$ cat src/design/trd_pkg.sv
// shared types and constants for the targa rle pixel decoder
package trd_pkg;

	localparam logic KIND_START = 1'b0;
	localparam logic KIND_DATA  = 1'b1;

	localparam logic [1:0] CFG_PIXEL_BYTES = 2'd0;
	localparam logic [1:0] CFG_PIXEL_TOTAL = 2'd1;

	localparam logic [2:0]  PIXEL_BYTES_RESET = 3'd3;
	localparam logic [29:0] PIXEL_TOTAL_RESET = 30'd1;

	localparam logic [7:0] RUN_FLAG   = 8'h80;
	localparam logic [6:0] COUNT_MASK = 7'd127;

	typedef struct packed {
		logic       kind;
		logic [7:0] data_byte;
	} in_item_t;

	typedef struct packed {
		logic [31:0] pixel_value;
		logic [1:0]  copies;
		logic        last;
		logic        image_done;
		logic        overrun;
	} out_item_t;

	// one decoded pixel and how many output pixels it stands for;
	// a count of zero marks the "no room left" result
	typedef struct packed {
		logic [31:0] pixel;
		logic [7:0]  count;
		logic        done;
		logic        ovr;
	} job_t;

	typedef struct packed {
		logic full;
		logic empty;
	} q_status_t;

endpackage

$ cat src/design/trd_front.sv
// front end: packet parsing, pixel assembly and pixel accounting
module trd_front import trd_pkg::*; #(
	parameter int MAX_PIXEL_BYTES = 4
) (
	input  logic        clk,
	input  logic        arst_n,
	input  logic        beat,
	input  in_item_t    item,
	input  logic [2:0]  pixel_bytes,
	input  logic [29:0] pixel_total,
	output logic        push,
	output job_t        job
);

	logic        in_packet_q;
	logic        is_run_q;
	logic [7:0]  left_q;
	logic [1:0]  pos_q;
	logic [23:0] asm_q;
	logic [29:0] done_cnt_q;
	logic        finished_q;

	logic [2:0]  pb;
	logic [31:0] full;
	logic [31:0] pix;
	logic        more_bytes;
	logic [29:0] remaining;
	logic [7:0]  left_dec;
	logic [7:0]  run_n;
	logic        run_ovr;
	logic [7:0]  run_cnt;
	logic        is_data;

	always_comb begin
		pb = pixel_bytes;
		if (pb == 3'd0) begin
			pb = 3'd1;
		end else if (pb > 3'(MAX_PIXEL_BYTES)) begin
			pb = 3'(MAX_PIXEL_BYTES);
		end
		full = {8'd0, asm_q} | ({24'd0, item.data_byte} << {pos_q, 3'b000});
		more_bytes = ({1'b0, pos_q} + 3'd1) < pb;
		pix = full;
		if (pb >= 3'd3) begin
			pix = {full[31:24], full[7:0], full[15:8], full[23:16]};
		end
		remaining = (done_cnt_q < pixel_total) ? (pixel_total - done_cnt_q) : 30'd0;
		left_dec = (left_q != 8'd0) ? (left_q - 8'd1) : 8'd0;
		run_n = (left_q == 8'd0) ? 8'd1 : left_q;
		run_ovr = {22'd0, run_n} > remaining;
		run_cnt = run_ovr ? remaining[7:0] : run_n;
		is_data = beat && item.kind == KIND_DATA && !finished_q && in_packet_q && !more_bytes;
	end

	// a completed pixel always yields one job
	always_comb begin
		push = is_data;
		job = '0;
		if (remaining == 30'd0) begin
			job.count = 8'd0;
			job.done = 1'b1;
			job.ovr = 1'b1;
		end else if (!is_run_q) begin
			job.pixel = pix;
			job.count = 8'd1;
			job.done = remaining == 30'd1;
			job.ovr = remaining == 30'd1 && left_dec != 8'd0;
		end else begin
			job.pixel = pix;
			job.count = run_cnt;
			job.done = {22'd0, run_cnt} == remaining;
			job.ovr = run_ovr;
		end
	end

	always_ff @(posedge clk or negedge arst_n) begin
		if (!arst_n) begin
			in_packet_q <= 1'b0;
			is_run_q <= 1'b0;
			left_q <= 8'd0;
			pos_q <= 2'd0;
			asm_q <= 24'd0;
			done_cnt_q <= 30'd0;
			finished_q <= 1'b0;
		end else if (beat) begin
			if (item.kind == KIND_START) begin
				in_packet_q <= 1'b0;
				is_run_q <= 1'b0;
				left_q <= 8'd0;
				pos_q <= 2'd0;
				asm_q <= 24'd0;
				done_cnt_q <= 30'd0;
				finished_q <= 1'b0;
			end else if (!finished_q) begin
				if (!in_packet_q) begin
					is_run_q <= (item.data_byte & RUN_FLAG) != 8'd0;
					left_q <= {1'b0, item.data_byte[6:0] & COUNT_MASK} + 8'd1;
					in_packet_q <= 1'b1;
					pos_q <= 2'd0;
					asm_q <= 24'd0;
				end else if (more_bytes) begin
					asm_q <= full[23:0];
					pos_q <= pos_q + 2'd1;
				end else begin
					pos_q <= 2'd0;
					asm_q <= 24'd0;
					if (remaining == 30'd0) begin
						finished_q <= 1'b1;
						in_packet_q <= 1'b0;
					end else if (!is_run_q) begin
						done_cnt_q <= done_cnt_q + 30'd1;
						left_q <= left_dec;
						if (left_dec == 8'd0 || remaining == 30'd1) begin
							in_packet_q <= 1'b0;
						end
						if (remaining == 30'd1) begin
							finished_q <= 1'b1;
						end
					end else begin
						done_cnt_q <= done_cnt_q + {22'd0, run_cnt};
						left_q <= 8'd0;
						in_packet_q <= 1'b0;
						if ({22'd0, run_cnt} == remaining) begin
							finished_q <= 1'b1;
						end
					end
				end
			end
		end
	end

endmodule

$ cat src/design/trd_queue.sv
// small job queue between the front end and the expander
module trd_queue import trd_pkg::*; #(
	parameter int DEPTH = 4
) (
	input  logic      clk,
	input  logic      arst_n,
	input  logic      push,
	input  job_t      push_job,
	input  logic      pop,
	output job_t      head,
	output q_status_t status
);

	localparam int AW = (DEPTH > 1) ? $clog2(DEPTH) : 1;
	localparam int CW = $clog2(DEPTH + 1);

	job_t          mem_q [DEPTH];
	logic [AW-1:0] wr_ptr_q;
	logic [AW-1:0] rd_ptr_q;
	logic [CW-1:0] count_q;
	logic          do_push;
	logic          do_pop;

	assign status.full  = count_q == CW'(DEPTH);
	assign status.empty = count_q == '0;
	assign do_push = push && !status.full;
	assign do_pop  = pop && !status.empty;
	assign head = mem_q[rd_ptr_q];

	always_ff @(posedge clk) begin
		if (do_push) begin
			mem_q[wr_ptr_q] <= push_job;
		end
	end

	always_ff @(posedge clk or negedge arst_n) begin
		if (!arst_n) begin
			wr_ptr_q <= '0;
			rd_ptr_q <= '0;
			count_q <= '0;
		end else begin
			if (do_push) begin
				wr_ptr_q <= (wr_ptr_q == AW'(DEPTH - 1)) ? '0 : wr_ptr_q + AW'(1);
			end
			if (do_pop) begin
				rd_ptr_q <= (rd_ptr_q == AW'(DEPTH - 1)) ? '0 : rd_ptr_q + AW'(1);
			end
			if (do_push && !do_pop) begin
				count_q <= count_q + CW'(1);
			end else if (do_pop && !do_push) begin
				count_q <= count_q - CW'(1);
			end
		end
	end

endmodule

$ cat src/design/trd_back.sv
// back end: expands a job into result beats of up to two copies (zero for a no-room job)
module trd_back import trd_pkg::*; (
	input  logic      clk,
	input  logic      arst_n,
	input  q_status_t q_status,
	input  job_t      head,
	output logic      pop,
	output logic      out_valid,
	input  logic      out_ready,
	output out_item_t out_item
);

	logic        busy_q;
	logic [31:0] pix_q;
	logic [7:0]  left_q;
	logic        done_q;
	logic        ovr_q;
	logic        out_valid_q;
	out_item_t   out_item_q;

	logic        adv;
	logic [1:0]  cp;
	logic [7:0]  left_next;
	logic        last;

	assign pop = !busy_q && !q_status.empty;
	assign adv = busy_q && (!out_valid_q || out_ready);

	always_comb begin
		if (left_q == 8'd0) begin
			cp = 2'd0;
		end else if (left_q >= 8'd2) begin
			cp = 2'd2;
		end else begin
			cp = 2'd1;
		end
		left_next = left_q - {6'd0, cp};
		last = left_next == 8'd0;
	end

	always_ff @(posedge clk) begin
		if (pop) begin
			pix_q <= head.pixel;
			done_q <= head.done;
			ovr_q <= head.ovr;
		end
		if (adv) begin
			out_item_q.pixel_value <= pix_q;
			out_item_q.copies <= cp;
			out_item_q.last <= last;
			out_item_q.image_done <= last && done_q;
			out_item_q.overrun <= last && ovr_q;
		end
	end

	always_ff @(posedge clk or negedge arst_n) begin
		if (!arst_n) begin
			busy_q <= 1'b0;
			left_q <= 8'd0;
			out_valid_q <= 1'b0;
		end else begin
			if (pop) begin
				busy_q <= 1'b1;
				left_q <= head.count;
			end else if (adv) begin
				left_q <= left_next;
				if (last) begin
					busy_q <= 1'b0;
				end
			end
			if (adv) begin
				out_valid_q <= 1'b1;
			end else if (out_ready) begin
				out_valid_q <= 1'b0;
			end
		end
	end

	assign out_valid = out_valid_q;
	assign out_item = out_item_q;

endmodule

$ cat src/design/tga_rle_pixel_decoder.sv
// top level of the targa rle pixel decoder: config registers, front, queue, back
//
// channel   direction  signals
// in        sink       in_valid, in_ready, in_item (kind, data_byte)
// out       source     out_valid, out_ready, out_item (pixel, copies, flags)
// cfg       sink       cfg_valid, cfg_ready, cfg_index, cfg_data
//
// packet and data bytes are taken one per cycle while the job queue has room.
// a completed pixel becomes one job; the back end loads it from the queue and then
// expands it into result beats of at most two copies each, stalling on out_ready.
// input stalls only when QUEUE_DEPTH jobs wait behind the back end.
// reset clears all control state; config resets to 3 bytes per pixel, total 1.
module tga_rle_pixel_decoder import trd_pkg::*; #(
	parameter int MAX_PIXEL_BYTES = 4,
	parameter int QUEUE_DEPTH = 4
) (
	input  logic        clk,
	input  logic        arst_n,
	input  logic        in_valid,
	output logic        in_ready,
	input  in_item_t    in_item,
	output logic        out_valid,
	input  logic        out_ready,
	output out_item_t   out_item,
	input  logic        cfg_valid,
	output logic        cfg_ready,
	input  logic [1:0]  cfg_index,
	input  logic [29:0] cfg_data
);

	logic [2:0]  pixel_bytes_q;
	logic [29:0] pixel_total_q;
	logic        in_beat;
	logic        push;
	job_t        push_job;
	logic        pop;
	job_t        head;
	q_status_t   q_status;

	assign cfg_ready = 1'b1;
	assign in_ready = !q_status.full;
	assign in_beat = in_valid && in_ready;

	always_ff @(posedge clk or negedge arst_n) begin
		if (!arst_n) begin
			pixel_bytes_q <= PIXEL_BYTES_RESET;
			pixel_total_q <= PIXEL_TOTAL_RESET;
		end else if (cfg_valid) begin
			case (cfg_index)
				CFG_PIXEL_BYTES: pixel_bytes_q <= cfg_data[2:0];
				CFG_PIXEL_TOTAL: pixel_total_q <= cfg_data;
				default: ;
			endcase
		end
	end

	trd_front #(
		.MAX_PIXEL_BYTES(MAX_PIXEL_BYTES)
	) u_front (
		.clk(clk),
		.arst_n(arst_n),
		.beat(in_beat),
		.item(in_item),
		.pixel_bytes(pixel_bytes_q),
		.pixel_total(pixel_total_q),
		.push(push),
		.job(push_job)
	);

	trd_queue #(
		.DEPTH(QUEUE_DEPTH)
	) u_queue (
		.clk(clk),
		.arst_n(arst_n),
		.push(push),
		.push_job(push_job),
		.pop(pop),
		.head(head),
		.status(q_status)
	);

	trd_back u_back (
		.clk(clk),
		.arst_n(arst_n),
		.q_status(q_status),
		.head(head),
		.pop(pop),
		.out_valid(out_valid),
		.out_ready(out_ready),
		.out_item(out_item)
	);

`ifndef ASSERT_OFF
	// a zero-copy beat only reports the image being out of room
	assert property (@(posedge clk) disable iff (!arst_n)
		out_valid && out_item.copies == 2'd0 |-> out_item.last && out_item.overrun)
		else $error("zero-copy beat without overrun");

	// flags only ride on the final beat of a pixel
	assert property (@(posedge clk) disable iff (!arst_n)
		out_valid && !out_item.last |-> !out_item.image_done && !out_item.overrun)
		else $error("flag on a non-final beat");

	assert property (@(posedge clk) disable iff (!arst_n)
		out_valid && out_item.overrun |-> out_item.image_done)
		else $error("overrun without image done");

	// the front must never push into a full queue
	assert property (@(posedge clk) disable iff (!arst_n)
		push |-> !q_status.full)
		else $error("job pushed into full queue");
`endif

endmodule
$ cat config.mk
export PLATFORM = sky130hd
export DESIGN_NAME = tga_rle_pixel_decoder
export DESIGN_NICKNAME = d
export VERILOG_FILES = /design/src/design/trd_pkg.sv /design/src/design/trd_front.sv /design/src/design/trd_queue.sv /design/src/design/trd_back.sv /design/src/design/tga_rle_pixel_decoder.sv
export SDC_FILE = /design/constraint.sdc
export NUM_CORES = 1
export LEC_CHECK = 0
export BUFFER_PORTS_ARGS = -buffer_cell sky130_fd_sc_hd__buf_2
export CAP_MARGIN = 0
export CORE_ASPECT_RATIO = 0.8
export CORE_MARGIN = 3
export CORE_UTILIZATION = 35
export DETAILED_ROUTE_END_ITERATION = 10
export PLACE_DENSITY_LB_ADDON = 0.12
export SYNTH_ARGS = -nofsm -noshare
export SYNTH_HDL_FRONTEND = slang
export SYNTH_SLANG_ARGS = --single-unit
$ cat constraint.sdc
create_clock -name clk -period 8.7 [get_ports clk]
set_input_delay 1.305 -clock clk [delete_from_list [all_inputs] [get_ports clk]]
set_output_delay 1.305 -clock clk [all_outputs]
set_load 0.05 [all_outputs]
==> results of run 1 <==
-- layout make-up --
class,count,share of cell area
Inverter,53,0.0100
Timing Repair Buffer,100,0.0273
Tap cell,666,0.0419
Multi-Input combinational cell,951,0.351
Clock buffer,50,0.0522
Clock inverter,20,0.00850
Sequential cell,356,0.509
-- registers in the layout, summed over array words and instances (netlist names), 2 cells and up --
signal,flops
pixel_total_q,30
u_front.left_q,8
u_queue.rd_ptr_q,2
u_queue.count_q,3
u_front.done_cnt_q,30
pixel_bytes_q,3
u_back.left_q,8
u_queue.mem_q,168
u_back.pix_q,32
u_front.pos_q,2
u_back.out_item,37
u_queue.wr_ptr_q,2
u_front.asm_q,24
-- kinds of logic (layout without fill, tap and decap cells) --
group | count (synthesis) | in the layout | share of synthesized area
other cells | 1 | 1 | 0.000213
flops | 356 | 356 | 0.575
compound gates | 333 | 333 | 0.124
xor+xnor | 41 | 41 | 0.0204
mux | 93 | 93 | 0.0858
simple gates | 419 | 419 | 0.119
fa+ha+maj | 64 | 64 | 0.0467
buf+inv | 127 | 223 | 0.0286
-- stage by stage --
stage | power [uW] | instance area [um^2] | util | instances
5_1_grt | 5810 | 19900 | 0.406 | 2196
3_3_place_gp | 3920 | 18700 | 0.381 | 2126
4_1_cts | 5540 | 19900 | 0.406 | 2196
6_report | 5480 | 19900 | 0.406 | 2196
3_5_place_dp | 3930 | 18700 | 0.381 | 2126
2_1_floorplan | 3450 | 17600 | - | 1434
-- placed cells by master, fill, tap and decap left out, types with 40 or more instances in the layout --
master     instances
o21ai_0           74
ha_1              56
inv_1             50
mux2_2            42
nor2_1           107
nand2_1          106
buf_2             83
a21oi_1          101
clkbuf_16         40
mux4_2            42
edfxtp_1         239
dfrtp_1          112
-- routing by layer --
metal,GRT usage,part of all wire,up-vias
met5,0,0,-
met4,0.0389,0.017,0
met3,0.0298,0.051,46
met2,0.247,0.42,263
met1,0.252,0.51,5886
li1,-,-,5526
-- final timing paths --
check	to	slack, ns
max in group asynchronous	u_front.done_cnt_q[24]	6.51
min in group asynchronous	u_queue.wr_ptr_q[0]	0.90
setup reg to reg	u_front.done_cnt_q[13]	1.26
hold reg to reg	u_back.out_item[36]	0.42
hold / removal	u_back.out_item[36]	0.42
setup / recovery	u_front.done_cnt_q[13]	1.26
-- worst max-delay path: cells and delay by family (launching register included) --
| family | cells | cell delay [ns] |
|---|---|---|
| xor+xnor | 1 | 0.19 |
| buf+inv | 2 | 0.12 |
| flops | 1 | 0.37 |
| simple gates | 8 | 1.29 |
| compound gates | 14 | 3.79 |
| mux | 2 | 0.51 |
| fa+ha+maj | 4 | 1.07 |
-- where the power goes --
part           total [uW]  internal, uW  leakage [uW]  switching (uW)
clock network        1580           907      0.000582             673
registers            2180          2050       0.00371             135
logic                1720           649       0.00286            1070
==> out/qor.txt, run 1 <==
maximum root-to-sink buffer count: 3
Cell Area, Synth: 17600 um^2
Post-Route WL: 43600 um
ANT nets after route: 0
clk_lat worst skew: 0.55 ns
final setup fails: 0
TritonRoute pass-1 iters: 5
status: complete, no violations
most frequent cell after synthesis: edfxtp_1
reg-to-reg startpoint: pixel_total_q[0]
initial DRC count: 833
Tmin final: 7.44 ns
period utilisation layout: 0.856
area of the core: 49000 um^2
# hold bufs at CTS: 0
diode count: 0
filler cell count in the final layout: 4722
IR Drop Worst-Case VDD: 0.140 mV
WHS Path Cells: 0
asr flop ratio synth: 0.329
RSZ-0062 raised after global routing: no
Setup crit start: pixel_total_q[0]
drt drc: 0
area of the die: 53000 um^2
initial antenna violation count: 0
RePlAce Congestion: 0.875
syn_area_per_cell: 12.3 um^2
worst-margin pin slew: 0.983 ns
synth warn: 0
Initial Util: 0.359
distinct cell type count after synthesis: 91
vias in the first global route: 11700
worst endpoint required time: 9.13 ns
Commonest cells post-synth: edfxtp_1 (239), dfrtp_1 (114), nor2_1 (108)
via count: 11700
Slew HR: 0.340
Clock transition at path regs: 0.06 ns
Tot GR Track Use: 0.166
first-pass GRT wire length: 68900 um
top post-synthesis cells by area: edfxtp_1 (41%), dfrtp_1 (16%), mux4_2 (5.4%), ha_1 (4.0%), a21oi_1 (2.9%)
FMAX: 0.134 GHz
critical path capture point type: register
final hold violation count: 0
hold path startpoint: u_back.pix_q[31]
Mapped Cells: 1434
Synth-to-Final Area Change: 13.0%
WL per Instance: 19.9 um
pre-CTS setup slack: 1.35 ns
setup ws final: 1.26 ns
PD cells: 275 nW/um^2
row cnt: 72
CTS buffer count: 39
Hold Crit Class: reg2reg
final net count: 1607
Max Cap Violations: 0
fraction of layout cells with a size suffix above 1: 0.188
total clock sinks: 356
# resized after CTS: 0
#FFs+latches synth: 356
# IOs: 86
number of port buffers: 84
Fin Clk Skew: 0.0106 ns
multi-input logic area: 6990 um^2
number of flops mapped to enable cells by yosys: 239
CTS HTree Levels: 2
syn_nets: 1540
clk root buf: clkbuf_16
Top FF cell, synth: edfxtp_1
Setup Crit Path Kind: reg2reg
hold slack: 0.418 ns
CP Data Arrival Time: 7.87 ns
Worst R2R Path Depth: 31
Slowest cell on crit path: o41ai_1
Via density: 5.34
CP Max Fanout: 6
flip-flop and latch area: 10100 um^2
register area share after synthesis: 0.575
max-slew violation count: 0
Yosys top cell area share: 0.408
chip width: 257 um
largest net degree at the start of global routing: 65
Startpoint Class: register
Static Leakage: 0.00715 uW
chip height: 206 um
setup TNS after final layout: 0 ns
CP max stage delay: 0.71 ns
gr ovfl total: 0
HPWL after detailed placement: 29500 um
post-CTS setup buffers: 0
post-synth top area cell: edfxtp_1
CTS tree: yes
Note: power is estimated with default switching activity, not from simulation.
==> run 2: changes to the inputs <==
- BUFFER_PORTS_ARGS: -buffer_cell sky130_fd_sc_hd__buf_2 -> -buffer_cell sky130_fd_sc_hd__buf_4
==> run 2 against run 1 <==
Net effect: wire length fell by 0.18%; count of clock-buffer cells in the layout fell by 1; first-iteration DRC count fell by 8.5%; final area rose by 1.7%; clock power rose by 10%; flip-flop and latch count did not move; total power rose by 3.1%; clock skew rose by 0.016 ns; hold slack got worse by 0.00094 ns; largest cell class unchanged.
==> out/qor.txt, run 2 (same netlist as run 1, synthesis figures left out) <==
area of the core: 49000 um^2 (unchanged)
# resized after CTS: 0 (unchanged)
CP max stage delay: 0.70 ns (about the same)
total clock sinks: 356 (unchanged)
critical path capture point type: register
Fin Clk Skew: 0.0266 ns (+0.0160 ns)
first-pass GRT wire length: 67700 um (-1.7%)
post-CTS setup buffers: 0 (unchanged)
CTS HTree Levels: 2 (unchanged)
period utilisation layout: 0.848 (-0.00714)
Initial Util: 0.359 (unchanged)
pre-CTS setup slack: 1.43 ns (+0.0801 ns)
clk root buf: clkbuf_16
status: complete, no violations
maximum root-to-sink buffer count: 3 (unchanged)
largest net degree at the start of global routing: 67 (+3.1%)
IR Drop Worst-Case VDD: 0.119 mV (-15%)
Synth-to-Final Area Change: 15.0%
Slew HR: 0.212 (-0.128)
final net count: 1606 (-0.062%)
vias in the first global route: 11400 (-2.9%)
HPWL after detailed placement: 29400 um (-0.43%)
RePlAce Congestion: 0.884 (+1.1%)
worst endpoint required time: 9.13 ns (about the same)
Via density: 5.27 (-1.3%)
CP Max Fanout: 6 (unchanged)
# hold bufs at CTS: 0 (unchanged)
worst-margin pin slew: 1.18 ns (+0.199 ns)
commonest non-fill, non-tap cell in the layout: edfxtp_1
Max Cap Violations: 0 (unchanged)
CP Data Arrival Time: 7.82 ns (-0.05 ns)
fraction of layout cells with a size suffix above 1: 0.189 (+0.00118)
drt drc: 0 (unchanged)
area of the die: 53000 um^2 (unchanged)
CTS buffer count: 39 (unchanged)
CTS tree: yes
initial antenna violation count: 0 (unchanged)
largest register by flop count: u_queue.mem_q
gr ovfl total: 0 (unchanged)
Setup Crit Path Kind: reg2reg
final hold violation count: 0 (unchanged)
setup ws final: 1.32 ns (+0.0621 ns)
chip height: 206 um (unchanged)
Tot Pwr: 5650 uW (+3.1%)
clk_lat worst skew: 0.56 ns (about the same)
Post-Route WL: 43600 um (-0.18%)
ANT nets after route: 0 (unchanged)
RSZ-0062 raised after global routing: no
via count: 11600 (-1.2%)
commonest cells after routing, fill and taps aside: edfxtp_1 (239), dfrtp_1 (112), nor2_1 (107)
WL per Instance: 19.8 um (-0.22%)
Hold Crit Class: reg2reg
max reg flops: 168 (unchanged)
initial DRC count: 762 (-8.5%)
Tot GR Track Use: 0.165 (-0.00140)
chip width: 257 um (unchanged)
row cnt: 72 (unchanged)
diode count: 0 (unchanged)
number of port buffers: 84 (unchanged)
Slowest cell on crit path: o41ai_1
TritonRoute pass-1 iters: 5 (unchanged)
Startpoint Class: register
Clock transition at path regs: 0.06 ns (about the same)
FMAX: 0.135 GHz (+0.84%)
# IOs: 86 (unchanged)
PD cells: 279 nW/um^2 (+1.4%)
Static Leakage: 0.00728 uW (+1.8%)
Tmin final: 7.38 ns (-0.0621 ns)
setup TNS after final layout: 0 ns (unchanged)
final setup fails: 0 (unchanged)
fin util: 0.413 (+0.00687)
max-slew violation count: 0 (unchanged)
## run 2: area by class of cell
class                      count  area, um^2
clock inverter                23         309
fill                        4634       28800
inverter                      53         199
timing repair buffer          99         743
sequential                   356       10100
tap                          666         833
multi-input combinational    951        6990
clock buffer                  49        1030
## run 2: path summary, 6_finish.rpt
kind | from | cells after the start | to | slack [ns]
min reg2reg | u_back.pix_q[29] | 0 | u_back.out_item[34] | 0.42
min in group asynchronous | arst_n | 1 | u_queue.rd_ptr_q[0] | 0.91
max | u_front.done_cnt_q[0] | 30 | u_front.done_cnt_q[13] | 1.32
max in group asynchronous | arst_n | 2 | u_front.asm_q[9] | 6.51
max reg2reg | u_front.done_cnt_q[0] | 30 | u_front.done_cnt_q[13] | 1.32
min | u_back.pix_q[29] | 0 | u_back.out_item[34] | 0.42
## run 2: through the flow
stage	hold WS (ns)	instance area, um^2	instances
after floorplan	0.400	17600	1434
after global placement	0.402	18900	2125
after detailed placement	0.405	18900	2125
after CTS	0.418	20200	2197
after global routing	0.422	20200	2197
final	0.417	20200	2197
## run 2: worst max-delay path: cells and delay by family, from the launching register on
| family | cells | cell delay (ns) |
|---|---|---|
| simple gates | 8 | 1.27 |
| buf+inv | 1 | 0.05 |
| compound gates | 14 | 3.74 |
| xor+xnor | 1 | 0.19 |
| fa+ha+maj | 4 | 1.09 |
| flops | 1 | 0.42 |
| mux | 2 | 0.49 |
## run 2: where the power goes
part	internal (uW)	total [uW]	switching [uW]	leakage [uW]
sequential	2050	2180	135	0.00371
clock	1060	1740	681	0.000644
combinational	663	1730	1070	0.00293
## run 2: layer usage
layer,track usage,wire (um)
met5,0,0
met4,0.0399,753
met3,0.0331,2320
met2,0.242,18500
met1,0.249,22000
==> run 3: changes to the inputs <==
- clock period: 8.7 -> 6.65 ns (I/O delays scaled with it)
==> run 3 against run 2 <==
Net effect: via count up 3.7%; final area up 3.8%; largest power group unchanged; flip-flop and latch count unchanged; sequential power up 32%; maximum frequency up 13%; register-to-register slack worse by 1.2 ns; count of clock-buffer cells in the layout down 3; critical path type unchanged; utilization up 1.6 points; first-iteration DRC count up 9.6%; clock power up 24%; combinational power up 46%; hold slack about the same.
==> out/qor.txt, run 3 (same netlist as run 1, synthesis figures left out) <==
CTS tree: yes
largest net degree at the start of global routing: 64 (-4.5%)
initial antenna violation count: 0 (unchanged)
period utilisation layout: 0.980 (+0.132)
status: complete, no violations
Reg power frac: 0.381 (-0.005)
Clock transition at path regs: 0.06 ns (about the same)
TritonRoute pass-1 iters: 6 (+1)
row cnt: 72 (unchanged)
fraction of layout cells with a size suffix above 1: 0.254 (+0.0646)
CP max stage delay: 0.52 ns (-0.18 ns)
final hold violation count: 0 (unchanged)
Int Pwr: 4980 uW (+32%)
commonest cells after routing, fill and taps aside: edfxtp_1 (239), buf_4 (172), dfrtp_1 (111)
clk_lat worst skew: 0.55 ns (about the same)
Setup crit start: pixel_total_q[0]
CP Data Arrival Time: 7.00 ns (-0.82 ns)
reg-to-reg startpoint: pixel_total_q[0]
area of the core: 49000 um^2 (unchanged)
Sw Share: 0.340 (+0.00649)
Initial Util: 0.359 (unchanged)
Switch Pwr: 2570 uW (+36%)
Worst setup endpoint: u_front.done_cnt_q[19]
IR Drop Worst-Case VDD: 0.154 mV (+30%)
Max Cap Violations: 0 (unchanged)
Static Leakage: 0.00768 uW (+5.4%)
CP Max Fanout: 8 (+2)
r2r setup slk: 0.13 ns (-1.19 ns)
CTS buffer count: 39 (unchanged)
final setup fails: 0 (unchanged)
Fin Clk Skew: 0.0181 ns (-0.00844 ns)
# IOs: 86 (unchanged)
Clk pwr share: 0.286 (-0.022)
first-pass GRT wire length: 69400 um (+2.4%)
Setup Crit Path Kind: reg2reg
area of the die: 53000 um^2 (unchanged)
drt drc: 0 (unchanged)
Startpoint Class: register
maximum root-to-sink buffer count: 3 (unchanged)
critical path capture point type: register
Post-Route WL: 44800 um (+2.8%)
via count: 12000 (+3.7%)
WL per Instance: 19.7 um (-0.55%)
CTS HTree Levels: 2 (unchanged)
Tot GR Track Use: 0.168 (+0.00297)
FMAX: 0.153 GHz (+13%)
Synth-to-Final Area Change: 19.3%
Reg-to-Reg End: u_front.done_cnt_q[19]
clk root buf: clkbuf_16
setup TNS after final layout: 0 ns (unchanged)
hold slack: 0.418 ns (+0.000359 ns)
PD cells: 360 nW/um^2 (+29%)
Slew HR: 0.352 (+0.140)
RSZ-0062 raised after global routing: yes
number of port buffers: 84 (unchanged)
Worst R2R Path Depth: 33 (+10%)
chip height: 206 um (unchanged)
Hold Crit Class: reg2reg
commonest non-fill, non-tap cell in the layout: edfxtp_1
final net count: 1683 (+4.8%)
Slowest cell on crit path: o41a_1
vias in the first global route: 11600 (+1.8%)
total clock sinks: 356 (unchanged)
HPWL after detailed placement: 30300 um (+3.2%)
largest register by flop count: u_queue.mem_q
chip width: 257 um (unchanged)
initial DRC count: 835 (+9.6%)
max reg flops: 168 (unchanged)
worst endpoint required time: 7.13 ns (-2.00 ns)
worst-margin pin slew: 0.964 ns (-0.218 ns)
gr ovfl total: 0 (unchanged)
ANT nets after route: 0 (unchanged)
Via density: 5.29 (+0.31%)
RePlAce Congestion: 0.881 (-0.32%)
max-slew violation count: 0 (unchanged)
Tmin final: 6.52 ns (-0.861 ns)
fin util: 0.428 (+0.0155)
diode count: 0 (unchanged)
Comb pwr share: 0.333 (+0.027)
run 3: how the worst min path moves through the flow:
stage / start / endpoint / slack [ns] / cells past startpoint
final: u_back.pix_q[30] / u_back.out_item[35] / 0.42 / 0
after detailed placement: u_back.pix_q[9] / u_back.out_item[14] / 0.41 / 0
after CTS: u_back.pix_q[30] / u_back.out_item[35] / 0.42 / 0
after floorplan: u_back.pix_q[5] / u_back.out_item[10] / 0.40 / 0
after global routing: u_back.pix_q[10] / u_back.out_item[15] / 0.42 / 0
after global placement: u_back.pix_q[31] / u_back.out_item[36] / 0.40 / 0
run 3: critical path, delay by kind of cell, from the launching register on:
kind / cells / cell delay (ns)
compound gates: 15 / 2.83
fa+ha+maj: 4 / 0.93
buf+inv: 4 / 0.39
flops: 1 / 0.37
mux: 2 / 0.48
simple gates: 8 / 1.43
run 3: area by class of cell:
type / instances / area (um^2)
clock inverters: 24 / 256
multi-input cells: 951 / 7210
repair buffers: 176 / 1350
fillers: 4616 / 28000
flip-flops and latches: 356 / 10100
well taps: 666 / 833
inverters: 53 / 199
clock buffers: 46 / 1010
run 3: repair_timing:
action / 4_1_cts / 5_1_grt
setup buffers: 0 / 27
gates cloned: 0 / 1
resized for setup: 1 / 58
endpoints found under the setup margin: 6 / 26
hold buffers: 0 / 0
pin swaps: 0 / 23
run 3: routing by layer:
layer	GRT usage	share of wire
met1	0.258	0.52
met2	0.247	0.42
met3	0.0268	0.044
met4	0.0405	0.018
met5	0	0
run 3: metrics by stage:
| stage | cells | worst slack (ns) | area, um^2 | total power [uW] |
|---|---|---|---|---|
| final | 2272 | 0.130 | 21000 | 7550 |
| after detailed placement | 2175 | -0.00807 | 19200 | 5260 |
| after global routing | 2272 | -0.118 | 21000 | 8000 |
| after global placement | 2175 | 0.138 | 19200 | 5230 |
| after floorplan | 1434 | 0.245 | 17600 | 4510 |
| after CTS | 2245 | 0.0381 | 20500 | 7460 |
run 3: power groups by stage:
stage          combinational (uW)  clock, uW  sequential (uW)
2_1_floorplan                1620          0             2890
4_1_cts                      2350       2230             2870
3_3_place_gp                 2320          0             2910
6_report                     2520       2160             2870
5_1_grt                      2770       2320             2910
3_5_place_dp                 2340          0             2920
